<file path="src/rtl/ctcgd_pkg.sv">
`timescale 1ns / 1ps
// ----------------------------------------------------------------------------
// ctcgd_pkg
// Shared types and constants of the CTC greedy decoder.
// ----------------------------------------------------------------------------
package ctcgd_pkg;

   // Sizes of the decoder.
   localparam int MAX_CLASSES = 8192;
   localparam int MAX_STEPS   = 1024;
   localparam int SCORE_BITS  = 16;

   localparam int NCLS_BITS   = 14;   // row_classes register
   localparam int IDX_BITS    = 13;   // class index and dictionary size
   localparam int COUNT_BITS  = 11;   // symbols per sequence
   localparam int SUM_BITS    = 27;   // signed score sum
   localparam int DIV_BITS    = 26;   // magnitude of the score sum
   localparam int DIV_CNT_BITS = 5;   // divider step counter
   localparam int RSP_DATA_BITS = 48;
   localparam int CSR_ADDR_BITS = 4;

   // Register map, word addressed.
   typedef enum logic [1:0] {
      REG_ROW_CLASSES = 2'd0,
      REG_DICT_SIZE   = 2'd1,
      REG_USE_SPACE   = 2'd2
   } reg_index_type;

   // Result kinds.
   localparam logic KIND_SYMBOL  = 1'b0;
   localparam logic KIND_SUMMARY = 1'b1;

   // Sequencer states.
   typedef enum logic [2:0] {
      ST_IDLE,
      ST_DECIDE,
      ST_DIV_START,
      ST_DIV_WAIT,
      ST_SUMMARY
   } state_type;

   // Divider status toward the sequencer.
   typedef struct packed {
      logic busy;
      logic done;
   } div_stat_type;

endpackage

</file>
<file path="src/rtl/ctcgd_div.sv">
`timescale 1ns / 1ps
// ----------------------------------------------------------------------------
// ctcgd_div
// Restoring divider, one quotient bit per cycle, for the sequence mean.
// ----------------------------------------------------------------------------
module ctcgd_div
   import ctcgd_pkg::*;
(
   input  logic                    clock,
   input  logic                    reset,
   input  logic                    start,
   input  logic [DIV_BITS-1:0]     dividend,
   input  logic [COUNT_BITS-1:0]   divisor,
   output div_stat_type            stat,
   output logic [DIV_BITS-1:0]     quotient
);

   logic [COUNT_BITS-1:0]   rem_ff, rem_in;
   logic [DIV_BITS-1:0]     shift_ff, shift_in;
   logic [COUNT_BITS-1:0]   divisor_ff, divisor_in;
   logic [DIV_CNT_BITS-1:0] cnt_ff, cnt_in;
   logic                    done_ff, done_in;
   logic [COUNT_BITS:0]     trial;
   logic                    fits;

   // One compare and subtract per cycle; the quotient bits shift in at the bottom.
   always_comb begin
      trial      = {rem_ff, shift_ff[DIV_BITS-1]};
      fits       = trial >= {1'b0, divisor_ff};
      rem_in     = rem_ff;
      shift_in   = shift_ff;
      divisor_in = divisor_ff;
      cnt_in     = cnt_ff;
      done_in    = 1'b0;
      if (start) begin
         rem_in     = '0;
         shift_in   = dividend;
         divisor_in = divisor;
         cnt_in     = DIV_CNT_BITS'(DIV_BITS);
      end else if (cnt_ff != '0) begin
         rem_in   = fits ? COUNT_BITS'(trial - {1'b0, divisor_ff}) : trial[COUNT_BITS-1:0];
         shift_in = {shift_ff[DIV_BITS-2:0], fits};
         cnt_in   = cnt_ff - 1'b1;
         done_in  = (cnt_ff == DIV_CNT_BITS'(1));
      end
   end

   // Control state.
   always_ff @(posedge clock) begin
      if (reset) begin
         cnt_ff  <= '0;
         done_ff <= 1'b0;
      end else begin
         cnt_ff  <= cnt_in;
         done_ff <= done_in;
      end
   end

   // Datapath.
   always_ff @(posedge clock) begin
      rem_ff     <= rem_in;
      shift_ff   <= shift_in;
      divisor_ff <= divisor_in;
   end

   assign stat.busy = (cnt_ff != '0);
   assign stat.done = done_ff;
   assign quotient  = shift_ff;

endmodule

</file>
<file path="src/rtl/ctc_greedy_decoder_top.sv">
`timescale 1ns / 1ps
// ----------------------------------------------------------------------------
// ctc_greedy_decoder_top
// CTC greedy decoder over a stream of fixed-point class scores.
// ----------------------------------------------------------------------------
// Scores enter on the req_ stream, one signed Q2.14 class score per
// transaction, row_classes transactions per timestep row; req_tlast marks the
// last row of a sequence and is looked at on the last score of each row.
// The rsp_ stream returns decoded symbols (tuser low) and, after the last
// row, one summary with the mean score and symbol count (tuser and tlast high).
// The user must see that registers are written through the csr_ APB port
// while the block is idle; the block itself does not enforce this. A score
// is taken each cycle inside a row. The last score of a row leads to the
// collapse decision, which loads a symbol into the output register. For the
// final row a restoring divider then forms the mean, one quotient bit per
// cycle over 26 bits. req_tready is low outside the idle state.
// The output register holds a result until taken; a stalled receiver holds the
// sequencer at its next result and so back-pressures the score stream.
// Reset clears the sequence state and restores the register defaults.
// ----------------------------------------------------------------------------
module ctc_greedy_decoder_top
   import ctcgd_pkg::*;
(
   input  logic                       clock,
   input  logic                       reset,
   // Score stream
   input  logic                       req_tvalid,
   output logic                       req_tready,
   input  logic [15:0]                req_tdata,   // [15:0] class_score
   input  logic                       req_tlast,   // final_step
   // Result stream
   output logic                       rsp_tvalid,
   input  logic                       rsp_tready,
   // [12:0] dict_entry, [13] is_space, [29:14] mean_score,
   // [40:30] symbol_count, [47:41] zero
   output logic [RSP_DATA_BITS-1:0]   rsp_tdata,
   output logic                       rsp_tuser,   // result_kind
   output logic                       rsp_tlast,   // last
   // Configuration port
   input  logic                       csr_psel,
   input  logic                       csr_penable,
   input  logic                       csr_pwrite,
   input  logic [CSR_ADDR_BITS-1:0]   csr_paddr,
   input  logic [31:0]                csr_pwdata,
   output logic [31:0]                csr_prdata,
   output logic                       csr_pready
);

   // Configuration registers
   logic [NCLS_BITS-1:0]  row_classes_ff;
   logic [IDX_BITS-1:0]   dict_size_ff;
   logic                  use_space_ff;
   reg_index_type         csr_index;
   logic                  csr_write;

   // Sequencer and sequence state
   state_type               state_ff, state_in;
   logic [IDX_BITS-1:0]     pos_ff, pos_in;
   logic signed [SCORE_BITS-1:0] best_val_ff, best_val_in;
   logic [IDX_BITS-1:0]     best_idx_ff, best_idx_in;
   logic                    final_ff, final_in;
   logic [IDX_BITS-1:0]     prev_win_ff, prev_win_in;
   logic                    prev_valid_ff, prev_valid_in;
   logic signed [SUM_BITS-1:0] sum_ff, sum_in;
   logic [COUNT_BITS-1:0]   count_ff, count_in;

   // Output register
   logic                    out_valid_ff, out_valid_in;
   logic                    out_kind_ff, out_kind_in;
   logic [IDX_BITS-1:0]     out_entry_ff, out_entry_in;
   logic                    out_space_ff, out_space_in;
   logic [SCORE_BITS-1:0]   out_mean_ff, out_mean_in;
   logic [COUNT_BITS-1:0]   out_count_ff, out_count_in;

   // Working signals
   logic [NCLS_BITS-1:0]    n_eff;
   logic signed [SCORE_BITS-1:0] score;
   logic                    take;
   logic                    row_end;
   logic                    out_free;
   logic                    emit_entry;
   logic                    emit_space;
   logic                    div_start;
   logic [DIV_BITS-1:0]     sum_mag;
   logic [DIV_BITS-1:0]     quotient;
   logic [SCORE_BITS-1:0]   q_low;
   div_stat_type            div_stat;

   // Register port
   assign csr_pready = 1'b1;
   assign csr_index  = reg_index_type'(csr_paddr[3:2]);
   assign csr_write  = csr_psel & csr_penable & csr_pwrite & csr_pready;

   always_ff @(posedge clock) begin
      if (reset) begin
         row_classes_ff <= NCLS_BITS'(2);
         dict_size_ff   <= '0;
         use_space_ff   <= 1'b0;
      end else if (csr_write) begin
         case (csr_index)
            REG_ROW_CLASSES: row_classes_ff <= csr_pwdata[NCLS_BITS-1:0];
            REG_DICT_SIZE:   dict_size_ff   <= csr_pwdata[IDX_BITS-1:0];
            REG_USE_SPACE:   use_space_ff   <= csr_pwdata[0];
            default: begin
            end
         endcase
      end
   end

   always_comb begin
      case (csr_index)
         REG_ROW_CLASSES: csr_prdata = 32'(row_classes_ff);
         REG_DICT_SIZE:   csr_prdata = 32'(dict_size_ff);
         REG_USE_SPACE:   csr_prdata = 32'(use_space_ff);
         default:         csr_prdata = '0;
      endcase
   end

   // Class count limited to the supported range.
   always_comb begin
      if (row_classes_ff < NCLS_BITS'(2)) begin
         n_eff = NCLS_BITS'(2);
      end else if (row_classes_ff > NCLS_BITS'(MAX_CLASSES)) begin
         n_eff = NCLS_BITS'(MAX_CLASSES);
      end else begin
         n_eff = row_classes_ff;
      end
   end

   // Running arg-max; a later score wins only when strictly greater.
   assign score   = signed'(req_tdata);
   assign take    = (pos_ff == '0) || (score > best_val_ff);
   assign row_end = ({1'b0, pos_ff} + NCLS_BITS'(1)) >= n_eff;

   // Collapse and mapping of the row winner.
   assign emit_entry = (best_idx_ff <= dict_size_ff);
   assign emit_space = use_space_ff &&
                       ({1'b0, best_idx_ff} == ({1'b0, dict_size_ff} + NCLS_BITS'(1)));

   assign out_free = !out_valid_ff || rsp_tready;

   // Mean by the divider on magnitudes, sign applied afterward.
   assign sum_mag = sum_ff[SUM_BITS-1] ? DIV_BITS'(-sum_ff) : DIV_BITS'(sum_ff);
   assign q_low   = quotient[SCORE_BITS-1:0];

   ctcgd_div u_div (
      .clock    (clock),
      .reset    (reset),
      .start    (div_start),
      .dividend (sum_mag),
      .divisor  (count_ff),
      .stat     (div_stat),
      .quotient (quotient)
   );

   // Sequencer: next state, state updates and result loading.
   always_comb begin
      state_in      = state_ff;
      pos_in        = pos_ff;
      best_val_in   = best_val_ff;
      best_idx_in   = best_idx_ff;
      final_in      = final_ff;
      prev_win_in   = prev_win_ff;
      prev_valid_in = prev_valid_ff;
      sum_in        = sum_ff;
      count_in      = count_ff;
      out_valid_in  = out_valid_ff && !rsp_tready;
      out_kind_in   = out_kind_ff;
      out_entry_in  = out_entry_ff;
      out_space_in  = out_space_ff;
      out_mean_in   = out_mean_ff;
      out_count_in  = out_count_ff;
      req_tready    = 1'b0;
      div_start     = 1'b0;

      case (state_ff)
         ST_IDLE: begin
            req_tready = 1'b1;
            if (req_tvalid) begin
               if (take) begin
                  best_val_in = score;
                  best_idx_in = pos_ff;
               end
               if (row_end) begin
                  pos_in   = '0;
                  final_in = req_tlast;
                  state_in = ST_DECIDE;
               end else begin
                  pos_in = pos_ff + 1'b1;
               end
            end
         end
         ST_DECIDE: begin
            if (out_free) begin
               if (best_idx_ff == '0) begin
                  prev_win_in   = '0;
                  prev_valid_in = 1'b1;
               end else begin
                  if (!(prev_valid_ff && (best_idx_ff == prev_win_ff)) &&
                      (emit_entry || emit_space)) begin
                     out_valid_in = 1'b1;
                     out_kind_in  = KIND_SYMBOL;
                     out_entry_in = emit_entry ? (best_idx_ff - 1'b1) : '0;
                     out_space_in = !emit_entry;
                     out_mean_in  = '0;
                     out_count_in = '0;
                     if (count_ff < COUNT_BITS'(MAX_STEPS)) begin
                        sum_in   = sum_ff + SUM_BITS'(best_val_ff);
                        count_in = count_ff + 1'b1;
                     end
                  end
                  prev_win_in   = best_idx_ff;
                  prev_valid_in = 1'b1;
               end
               state_in = final_ff ? ST_DIV_START : ST_IDLE;
            end
         end
         ST_DIV_START: begin
            div_start = 1'b1;
            state_in  = ST_DIV_WAIT;
         end
         ST_DIV_WAIT: begin
            if (div_stat.done) begin
               state_in = ST_SUMMARY;
            end
         end
         ST_SUMMARY: begin
            if (out_free) begin
               out_valid_in = 1'b1;
               out_kind_in  = KIND_SUMMARY;
               out_entry_in = '0;
               out_space_in = 1'b0;
               if (count_ff == '0) begin
                  out_mean_in = '0;
               end else if (sum_ff[SUM_BITS-1]) begin
                  out_mean_in = -q_low;
               end else begin
                  out_mean_in = q_low;
               end
               out_count_in  = count_ff;
               prev_win_in   = '0;
               prev_valid_in = 1'b0;
               sum_in        = '0;
               count_in      = '0;
               state_in      = ST_IDLE;
            end
         end
         default: begin
            state_in = ST_IDLE;
         end
      endcase
   end

   // Control state.
   always_ff @(posedge clock) begin
      if (reset) begin
         state_ff      <= ST_IDLE;
         pos_ff        <= '0;
         prev_win_ff   <= '0;
         prev_valid_ff <= 1'b0;
         sum_ff        <= '0;
         count_ff      <= '0;
         out_valid_ff  <= 1'b0;
      end else begin
         state_ff      <= state_in;
         pos_ff        <= pos_in;
         prev_win_ff   <= prev_win_in;
         prev_valid_ff <= prev_valid_in;
         sum_ff        <= sum_in;
         count_ff      <= count_in;
         out_valid_ff  <= out_valid_in;
      end
   end

   // Payload.
   always_ff @(posedge clock) begin
      best_val_ff  <= best_val_in;
      best_idx_ff  <= best_idx_in;
      final_ff     <= final_in;
      out_kind_ff  <= out_kind_in;
      out_entry_ff <= out_entry_in;
      out_space_ff <= out_space_in;
      out_mean_ff  <= out_mean_in;
      out_count_ff <= out_count_in;
   end

   assign rsp_tvalid = out_valid_ff;
   assign rsp_tdata  = {7'd0, out_count_ff, out_mean_ff, out_space_ff, out_entry_ff};
   assign rsp_tuser  = out_kind_ff;
   assign rsp_tlast  = (out_kind_ff == KIND_SUMMARY);

endmodule

</file>
<file path="config.mk">
export PLATFORM = sky130hd
export DESIGN_NAME = ctc_greedy_decoder_top
export DESIGN_NICKNAME = d
export VERILOG_FILES = /design/src/rtl/ctcgd_pkg.sv /design/src/rtl/ctcgd_div.sv /design/src/rtl/ctc_greedy_decoder_top.sv
export SDC_FILE = /design/constraint.sdc
export NUM_CORES = 1
export LEC_CHECK = 0
export ABC_CLOCK_PERIOD_IN_PS = 5300
export CELL_PAD_IN_SITES_DETAIL_PLACEMENT = 1
export CELL_PAD_IN_SITES_GLOBAL_PLACEMENT = 2
export CORE_MARGIN = 5
export CORE_UTILIZATION = 25
export DETAILED_ROUTE_END_ITERATION = 8
export DONT_BUFFER_PORTS = 1
export HOLD_SLACK_MARGIN = 0.06
export PLACE_DENSITY_LB_ADDON = 0.08
export SYNTH_ARGS = -nofsm -noshare
export SYNTH_HDL_FRONTEND = slang
export SYNTH_SLANG_ARGS = --single-unit
</file>
<file path="constraint.sdc">
create_clock -name clock -period 5.3 [get_ports clock]
set_input_delay 0.265 -clock clock [delete_from_list [all_inputs] [get_ports clock]]
set_output_delay 0.265 -clock clock [all_outputs]
set_load 0.005 [all_outputs]
</file>
==> impl_results.html <==
<table>
<tr><th>Metric</th><th>Value</th></tr>
<tr><th colspan="2">Setup path</th></tr>
<tr><td>Most prevalent standard cell on the critical path</td><td>sky130_fd_sc_hd__and3_1</td></tr>
<tr><td>Register-to-register path setup slack</td><td>0.91 ns</td></tr>
<tr><td>Critical path capture point type</td><td>flip-flop</td></tr>
<tr><td>Worst path arrival time</td><td>4.87 ns</td></tr>
<tr><td>Count of cells along the worst register-to-register path</td><td>17</td></tr>
<tr><td>Max Fanout on Critical Path</td><td>13</td></tr>
<tr><td>Ordered list of cells on the worst path</td><td>ha_1 &gt; and3_1 &gt; and3_1 &gt; and3_1 &gt; nand3_1 &gt; xnor2_1 &gt; ha_1 &gt; a21oi_1 &gt; nor2b_1 &gt; o21ai_0 &gt; nand2b_1 &gt; a221oi_1 &gt; nand2_1 &gt; buf_4 &gt; nor2_1 &gt; nand3b_1 &gt; a21oi_1</td></tr>
<tr><td>Critical path's largest stage delay</td><td>0.59 ns</td></tr>
<tr><td>Path type of the worst setup path</td><td>flip-flop to flip-flop</td></tr>
<tr><td>Origin of the critical flop-to-flop path</td><td>pos_ff[0]$_SDFFE_PP0P_</td></tr>
<tr><td>Kind of start point of the critical path</td><td>flip-flop</td></tr>
<tr><td>Library cell contributing the largest single delay on the critical path</td><td>sky130_fd_sc_hd__nor2_1</td></tr>
<tr><td>Destination of the worst register-to-register timing path</td><td>pos_ff[2]$_SDFFE_PP0P_</td></tr>
<tr><td>Data required, critical path</td><td>5.78 ns</td></tr>
<tr><th colspan="2">STA</th></tr>
<tr><td>Final critical-path share of the clock period</td><td>82.9%</td></tr>
<tr><td>Pins over their slew limit</td><td>0</td></tr>
<tr><td>Max_slew headroom</td><td>31.8%</td></tr>
<tr><td>Post-route clock skew</td><td>0.0269 ns</td></tr>
<tr><td>Maximum clock frequency</td><td>228 MHz</td></tr>
<tr><td>Worst-case setup margin in the final layout</td><td>0.907 ns</td></tr>
<tr><td>Final hold violations</td><td>0</td></tr>
<tr><td>Fin crit period</td><td>4.39 ns</td></tr>
<tr><td># setup viols final</td><td>0</td></tr>
<tr><td>Actual slew at the worst max-slew pin</td><td>1.02 ns</td></tr>
<tr><td>WHS</td><td>0.0735 ns</td></tr>
<tr><td>Sum Neg Setup Slack</td><td>0 ns</td></tr>
<tr><td>Setup repair after global routing missed its margin</td><td>no</td></tr>
<tr><th colspan="2">Floorplan</th></tr>
<tr><td>Y dimension of the die</td><td>242 um</td></tr>
<tr><td>Width of the chip</td><td>242 um</td></tr>
<tr><td>Initial core utilization</td><td>25.4%</td></tr>
<tr><td>Standard cell core area</td><td>0.0529 mm2</td></tr>
<tr><td>Placement Rows</td><td>84</td></tr>
<tr><td>Total Die Area</td><td>0.0584 mm2</td></tr>
<tr><td>Top-level I/O count</td><td>145</td></tr>
<tr><th colspan="2">Yosys</th></tr>
<tr><td>Post-synthesis cell count</td><td>1492</td></tr>
<tr><td>Synth Cell Area</td><td>0.0134 mm2</td></tr>
<tr><td>Total of warnings raised by yosys</td><td>0</td></tr>
<tr><td>Async S/R FF share, synth</td><td>0%</td></tr>
<tr><td>Sequential-to-total area share from yosys stat</td><td>41.4%</td></tr>
<tr><td>Post-synthesis register bit count</td><td>223</td></tr>
<tr><td>Cells taking the most area after synthesis</td><td>sky130_fd_sc_hd__edfxtp_1 (24%), sky130_fd_sc_hd__dfxtp_1 (17%), sky130_fd_sc_hd__ha_1 (8.5%)</td></tr>
<tr><td>Fraction of post-synthesis cell area in the top cell type by area</td><td>24.4%</td></tr>
<tr><td>Number of flops mapped to enable cells by yosys</td><td>109</td></tr>
<tr><td>Synth unique cells</td><td>70</td></tr>
<tr><td>Post-synthesis cell type with the largest combined area</td><td>sky130_fd_sc_hd__edfxtp_1</td></tr>
<tr><td>Post-synthesis average cell area</td><td>8.99 um2</td></tr>
<tr><td>Top flip-flop cell by instance count after synthesis</td><td>sky130_fd_sc_hd__dfxtp_1</td></tr>
<tr><th colspan="2">Power</th></tr>
<tr><td>Worst IR drop on VDD</td><td>0.255 mV</td></tr>
<tr><td>Total power per unit cell area</td><td>404 mW/mm2</td></tr>
<tr><td>Leak pwr</td><td>5.89 nW</td></tr>
<tr><th colspan="2">Worst hold path</th></tr>
<tr><td>Worst Hold Class</td><td>input port to flip-flop</td></tr>
<tr><td>End of the worst hold path</td><td>u_div.cnt_ff[4]$_SDFFE_PP0P_</td></tr>
<tr><td>Hold path depth</td><td>2</td></tr>
<tr><td>Hold path startpoint</td><td>reset</td></tr>
<tr><th colspan="2">Placed design</th></tr>
<tr><td>Quantity of I/O buffers inserted on ports</td><td>0</td></tr>
<tr><td>Placer Congestion</td><td>0.746</td></tr>
<tr><td>Detailed placement HPWL</td><td>30300 um</td></tr>
<tr><td>Pre-CTS setup slack</td><td>0.932 ns</td></tr>
<tr><th colspan="2">CTS</th></tr>
<tr><td>Post-CTS setup repair buffer count</td><td>0</td></tr>
<tr><td>Maximum root-to-sink buffer count</td><td>3</td></tr>
<tr><td>CTS clk-pin slew, worst paths</td><td>0.06 ns</td></tr>
<tr><td>H-tree lvl count</td><td>1</td></tr>
<tr><td>Clock tree from TritonCTS</td><td>done</td></tr>
<tr><td>Inserted Clock Buffers</td><td>29</td></tr>
<tr><td>Post-cts resize count</td><td>0</td></tr>
<tr><td>Count of clock tree sinks</td><td>223</td></tr>
<tr><td>Worst skew pair latency</td><td>0.57 ns</td></tr>
<tr><td>Clk root buf</td><td>sky130_fd_sc_hd__clkbuf_16</td></tr>
<tr><th colspan="2">Status</th></tr>
<tr><td>Result of the run</td><td>complete, no violations</td></tr>
<tr><th colspan="2">Global route</th></tr>
<tr><td>All-Layer GR Usage</td><td>13.8%</td></tr>
<tr><td>Maximum number of pins on one net before global-route repair</td><td>100</td></tr>
<tr><td>Initial antenna violation count</td><td>1</td></tr>
<tr><td>Gr ovfl total</td><td>0</td></tr>
<tr><td>Via count of the first global-routing pass</td><td>11200</td></tr>
<tr><td>First-pass GRT wire length</td><td>65900 um</td></tr>
<tr><th colspan="2">Detailed routing</th></tr>
<tr><td>Detailed-router iteration count before antenna repair</td><td>6</td></tr>
<tr><td>Detailed router's first-iteration violation count</td><td>364</td></tr>
<tr><td># DRC</td><td>0</td></tr>
<tr><td>Number of vias in the routed layout</td><td>10500</td></tr>
<tr><td>Average wire per cell in the routed design</td><td>18.5 um</td></tr>
<tr><td>Post-route antenna net violation count</td><td>0</td></tr>
<tr><td>Post-detailed-routing wire length</td><td>40900 um</td></tr>
<tr><td>Via count normalized by instance count</td><td>4.74</td></tr>
<tr><th colspan="2">Finish</th></tr>
<tr><td>Share of layout cells above drive strength 1</td><td>5.44%</td></tr>
<tr><td>Number of filler instances in the final layout</td><td>6120</td></tr>
<tr><td>Net count reported at finish</td><td>1658</td></tr>
<tr><td>Area growth syn-to-layout</td><td>15.0%</td></tr>
<tr><th colspan="2">Flow run</th></tr>
<tr><td>Max-cap check violation count</td><td>0</td></tr>
</table>
-- kinds of logic after synthesis --
family | after synthesis | synth area share (%)
and+or+nand+nor | 533 | 19.1
AOI/OAI and AO/OA | 317 | 14.5
DFF | 223 | 41.4
buffers and inverters | 170 | 5.77
xor gates and xnor gates | 113 | 7.38
adders and majority gates | 93 | 8.79
muxes | 41 | 3.06
other | 2 | 0.0560
-- repair_timing --
action | 4_1_cts | 5_1_grt
endpoints found under the hold margin | 120 | 0
hold buffers | 35 | 0
endpoints found under the setup margin | 0 | 0
-- state kept, by name (all words and copies together) (netlist names) --
name,flops
use_space_ff,1
out_count_ff,11
count_ff,11
rsp_tlast,1
pos_ff,13
row_classes_ff,14
state_ff,3
rsp_tvalid,1
best_idx_ff,13
out_space_ff,1
out_entry_ff,13
u_div.done_ff,1
dict_size_ff,13
best_val_ff,16
sum_ff,27
prev_valid_ff,1
final_ff,1
u_div.quotient,26
out_mean_ff,16
u_div.rem_ff,11
u_div.cnt_ff,5
prev_win_ff,13
u_div.divisor_ff,11
-- routing by layer --
layer | share of wire (%) | track usage (%) | up-vias
li1 | - | - | 5276
met5 | 0 | 0 | -
met1 | 48 | 19.2 | 5081
met3 | 3.4 | 2.01 | 39
met4 | 1.8 | 2.60 | 0
met2 | 46 | 23.0 | 106
-- cells in the final DEF, fill, tap and decap left out, types with 6 or more instances in the layout --
| cell | instances |
|---|---|
| sky130_fd_sc_hd__nand3_1 | 38 |
| sky130_fd_sc_hd__nor3_1 | 24 |
| sky130_fd_sc_hd__clkbuf_8 | 6 |
| sky130_fd_sc_hd__a22oi_1 | 13 |
| sky130_fd_sc_hd__o21ai_0 | 89 |
| sky130_fd_sc_hd__o211ai_1 | 6 |
| sky130_fd_sc_hd__nor2_1 | 151 |
| sky130_fd_sc_hd__and3_1 | 18 |
| sky130_fd_sc_hd__mux2i_1 | 41 |
| sky130_fd_sc_hd__a21oi_1 | 104 |
| sky130_fd_sc_hd__nor4_1 | 17 |
| sky130_fd_sc_hd__conb_1 | 26 |
| sky130_fd_sc_hd__or4_1 | 12 |
| sky130_fd_sc_hd__nor2b_1 | 13 |
| sky130_fd_sc_hd__or2_2 | 6 |
| sky130_fd_sc_hd__o21a_1 | 8 |
| sky130_fd_sc_hd__nand2_1 | 156 |
| sky130_fd_sc_hd__a211oi_1 | 10 |
| sky130_fd_sc_hd__clkbuf_16 | 31 |
| sky130_fd_sc_hd__buf_4 | 16 |
| sky130_fd_sc_hd__or3_1 | 35 |
| sky130_fd_sc_hd__edfxtp_1 | 109 |
| sky130_fd_sc_hd__dfxtp_1 | 114 |
| sky130_fd_sc_hd__xnor2_1 | 56 |
| sky130_fd_sc_hd__inv_1 | 74 |
| sky130_fd_sc_hd__o21ai_1 | 7 |
| sky130_fd_sc_hd__nand4_1 | 16 |
| sky130_fd_sc_hd__nor3b_1 | 6 |
| sky130_fd_sc_hd__xor2_1 | 57 |
| sky130_fd_sc_hd__nand2b_1 | 11 |
| sky130_fd_sc_hd__ha_1 | 91 |
| sky130_fd_sc_hd__o31ai_1 | 20 |
| sky130_fd_sc_hd__nand3b_1 | 15 |
| sky130_fd_sc_hd__dlygate4sd3_1 | 34 |
| sky130_fd_sc_hd__a21o_1 | 13 |
-- area by class of cell --
type	count	area, um2	share of cell area, %
multi-input cells	1123	7200	46.7
flip-flops and latches	223	5560	36.0
clock buffers	40	870	5.64
well taps	688	861	5.58
repair buffers	51	488	3.16
inverters	77	289	1.87
clock inverters	12	163	1.05
diodes	1	2.50	0.0162
-- where the power goes --
group,total [mW],switching (mW),internal (mW)
clock network,2.14,0.805,1.33
logic,1.64,0.988,0.656
registers,2.45,0.272,2.18
-- synth_stat cells, types with 4 or more instances --
| library cell | count |
|---|---|
| sky130_fd_sc_hd__a2111oi_0 | 4 |
| sky130_fd_sc_hd__a211oi_1 | 10 |
| sky130_fd_sc_hd__a21o_1 | 13 |
| sky130_fd_sc_hd__a21oi_1 | 106 |
| sky130_fd_sc_hd__a22oi_1 | 13 |
| sky130_fd_sc_hd__and3_1 | 18 |
| sky130_fd_sc_hd__buf_2 | 6 |
| sky130_fd_sc_hd__buf_4 | 32 |
| sky130_fd_sc_hd__clkbuf_1 | 51 |
| sky130_fd_sc_hd__dfxtp_1 | 114 |
| sky130_fd_sc_hd__edfxtp_1 | 109 |
| sky130_fd_sc_hd__ha_1 | 91 |
| sky130_fd_sc_hd__inv_1 | 74 |
| sky130_fd_sc_hd__mux2i_1 | 41 |
| sky130_fd_sc_hd__nand2_1 | 156 |
| sky130_fd_sc_hd__nand2b_1 | 11 |
| sky130_fd_sc_hd__nand3_1 | 38 |
| sky130_fd_sc_hd__nand3b_1 | 15 |
| sky130_fd_sc_hd__nand4_1 | 16 |
| sky130_fd_sc_hd__nor2_1 | 151 |
| sky130_fd_sc_hd__nor2b_1 | 13 |
| sky130_fd_sc_hd__nor3_1 | 24 |
| sky130_fd_sc_hd__nor3b_1 | 7 |
| sky130_fd_sc_hd__nor4_1 | 17 |
| sky130_fd_sc_hd__o211ai_1 | 6 |
| sky130_fd_sc_hd__o21a_1 | 8 |
| sky130_fd_sc_hd__o21ai_0 | 89 |
| sky130_fd_sc_hd__o21ai_1 | 7 |
| sky130_fd_sc_hd__o31a_1 | 5 |
| sky130_fd_sc_hd__o31ai_1 | 20 |
| sky130_fd_sc_hd__o41ai_1 | 4 |
| sky130_fd_sc_hd__or2_2 | 6 |
| sky130_fd_sc_hd__or3_1 | 36 |
| sky130_fd_sc_hd__or4_1 | 12 |
| sky130_fd_sc_hd__xnor2_1 | 56 |
| sky130_fd_sc_hd__xor2_1 | 57 |
-- metrics by stage --
stage | cells | cell area (um2) | total power [mW] | utilization (%)
finish | 2215 | 15400 | 6.23 | 29.2
floorplan | 1516 | 13500 | 3.64 | -
detailed placement | 2127 | 14000 | 4.13 | 26.5
CTS | 2214 | 15400 | 6.36 | 29.2
global placement | 2127 | 14000 | 4.11 | 26.5
global route | 2214 | 15400 | 6.67 | 29.2
-- worst max-delay path, delay by kind of cell, from the launching register on --
kind,cells,cell delay (ns)
xor gates and xnor gates,1,0.22
buffers and inverters,1,0.21
adders and majority gates,2,0.56
AOI/OAI and AO/OA,4,0.92
DFF,1,0.46
and+or+nand+nor,9,1.95
-- how the worst max path moves through the flow --
stage,startpoint,endpoint,slack [ns],depth (start not counted)
global placement,pos_ff[0]$_SDFFE_PP0P_,pos_ff[3]$_SDFFE_PP0P_,1.04,17
global route,pos_ff[0]$_SDFFE_PP0P_,pos_ff[2]$_SDFFE_PP0P_,0.45,17
floorplan,best_idx_ff[1]$_DFFE_PP_,out_count_ff[0]$_SDFFCE_PN0P_,0.90,8
finish,pos_ff[0]$_SDFFE_PP0P_,pos_ff[2]$_SDFFE_PP0P_,0.91,17
CTS,pos_ff[0]$_SDFFE_PP0P_,pos_ff[7]$_SDFFE_PP0P_,0.88,17
detailed placement,pos_ff[0]$_SDFFE_PP0P_,pos_ff[4]$_SDFFE_PP0P_,0.93,17
Note: power is estimated with default switching activity, not from simulation.
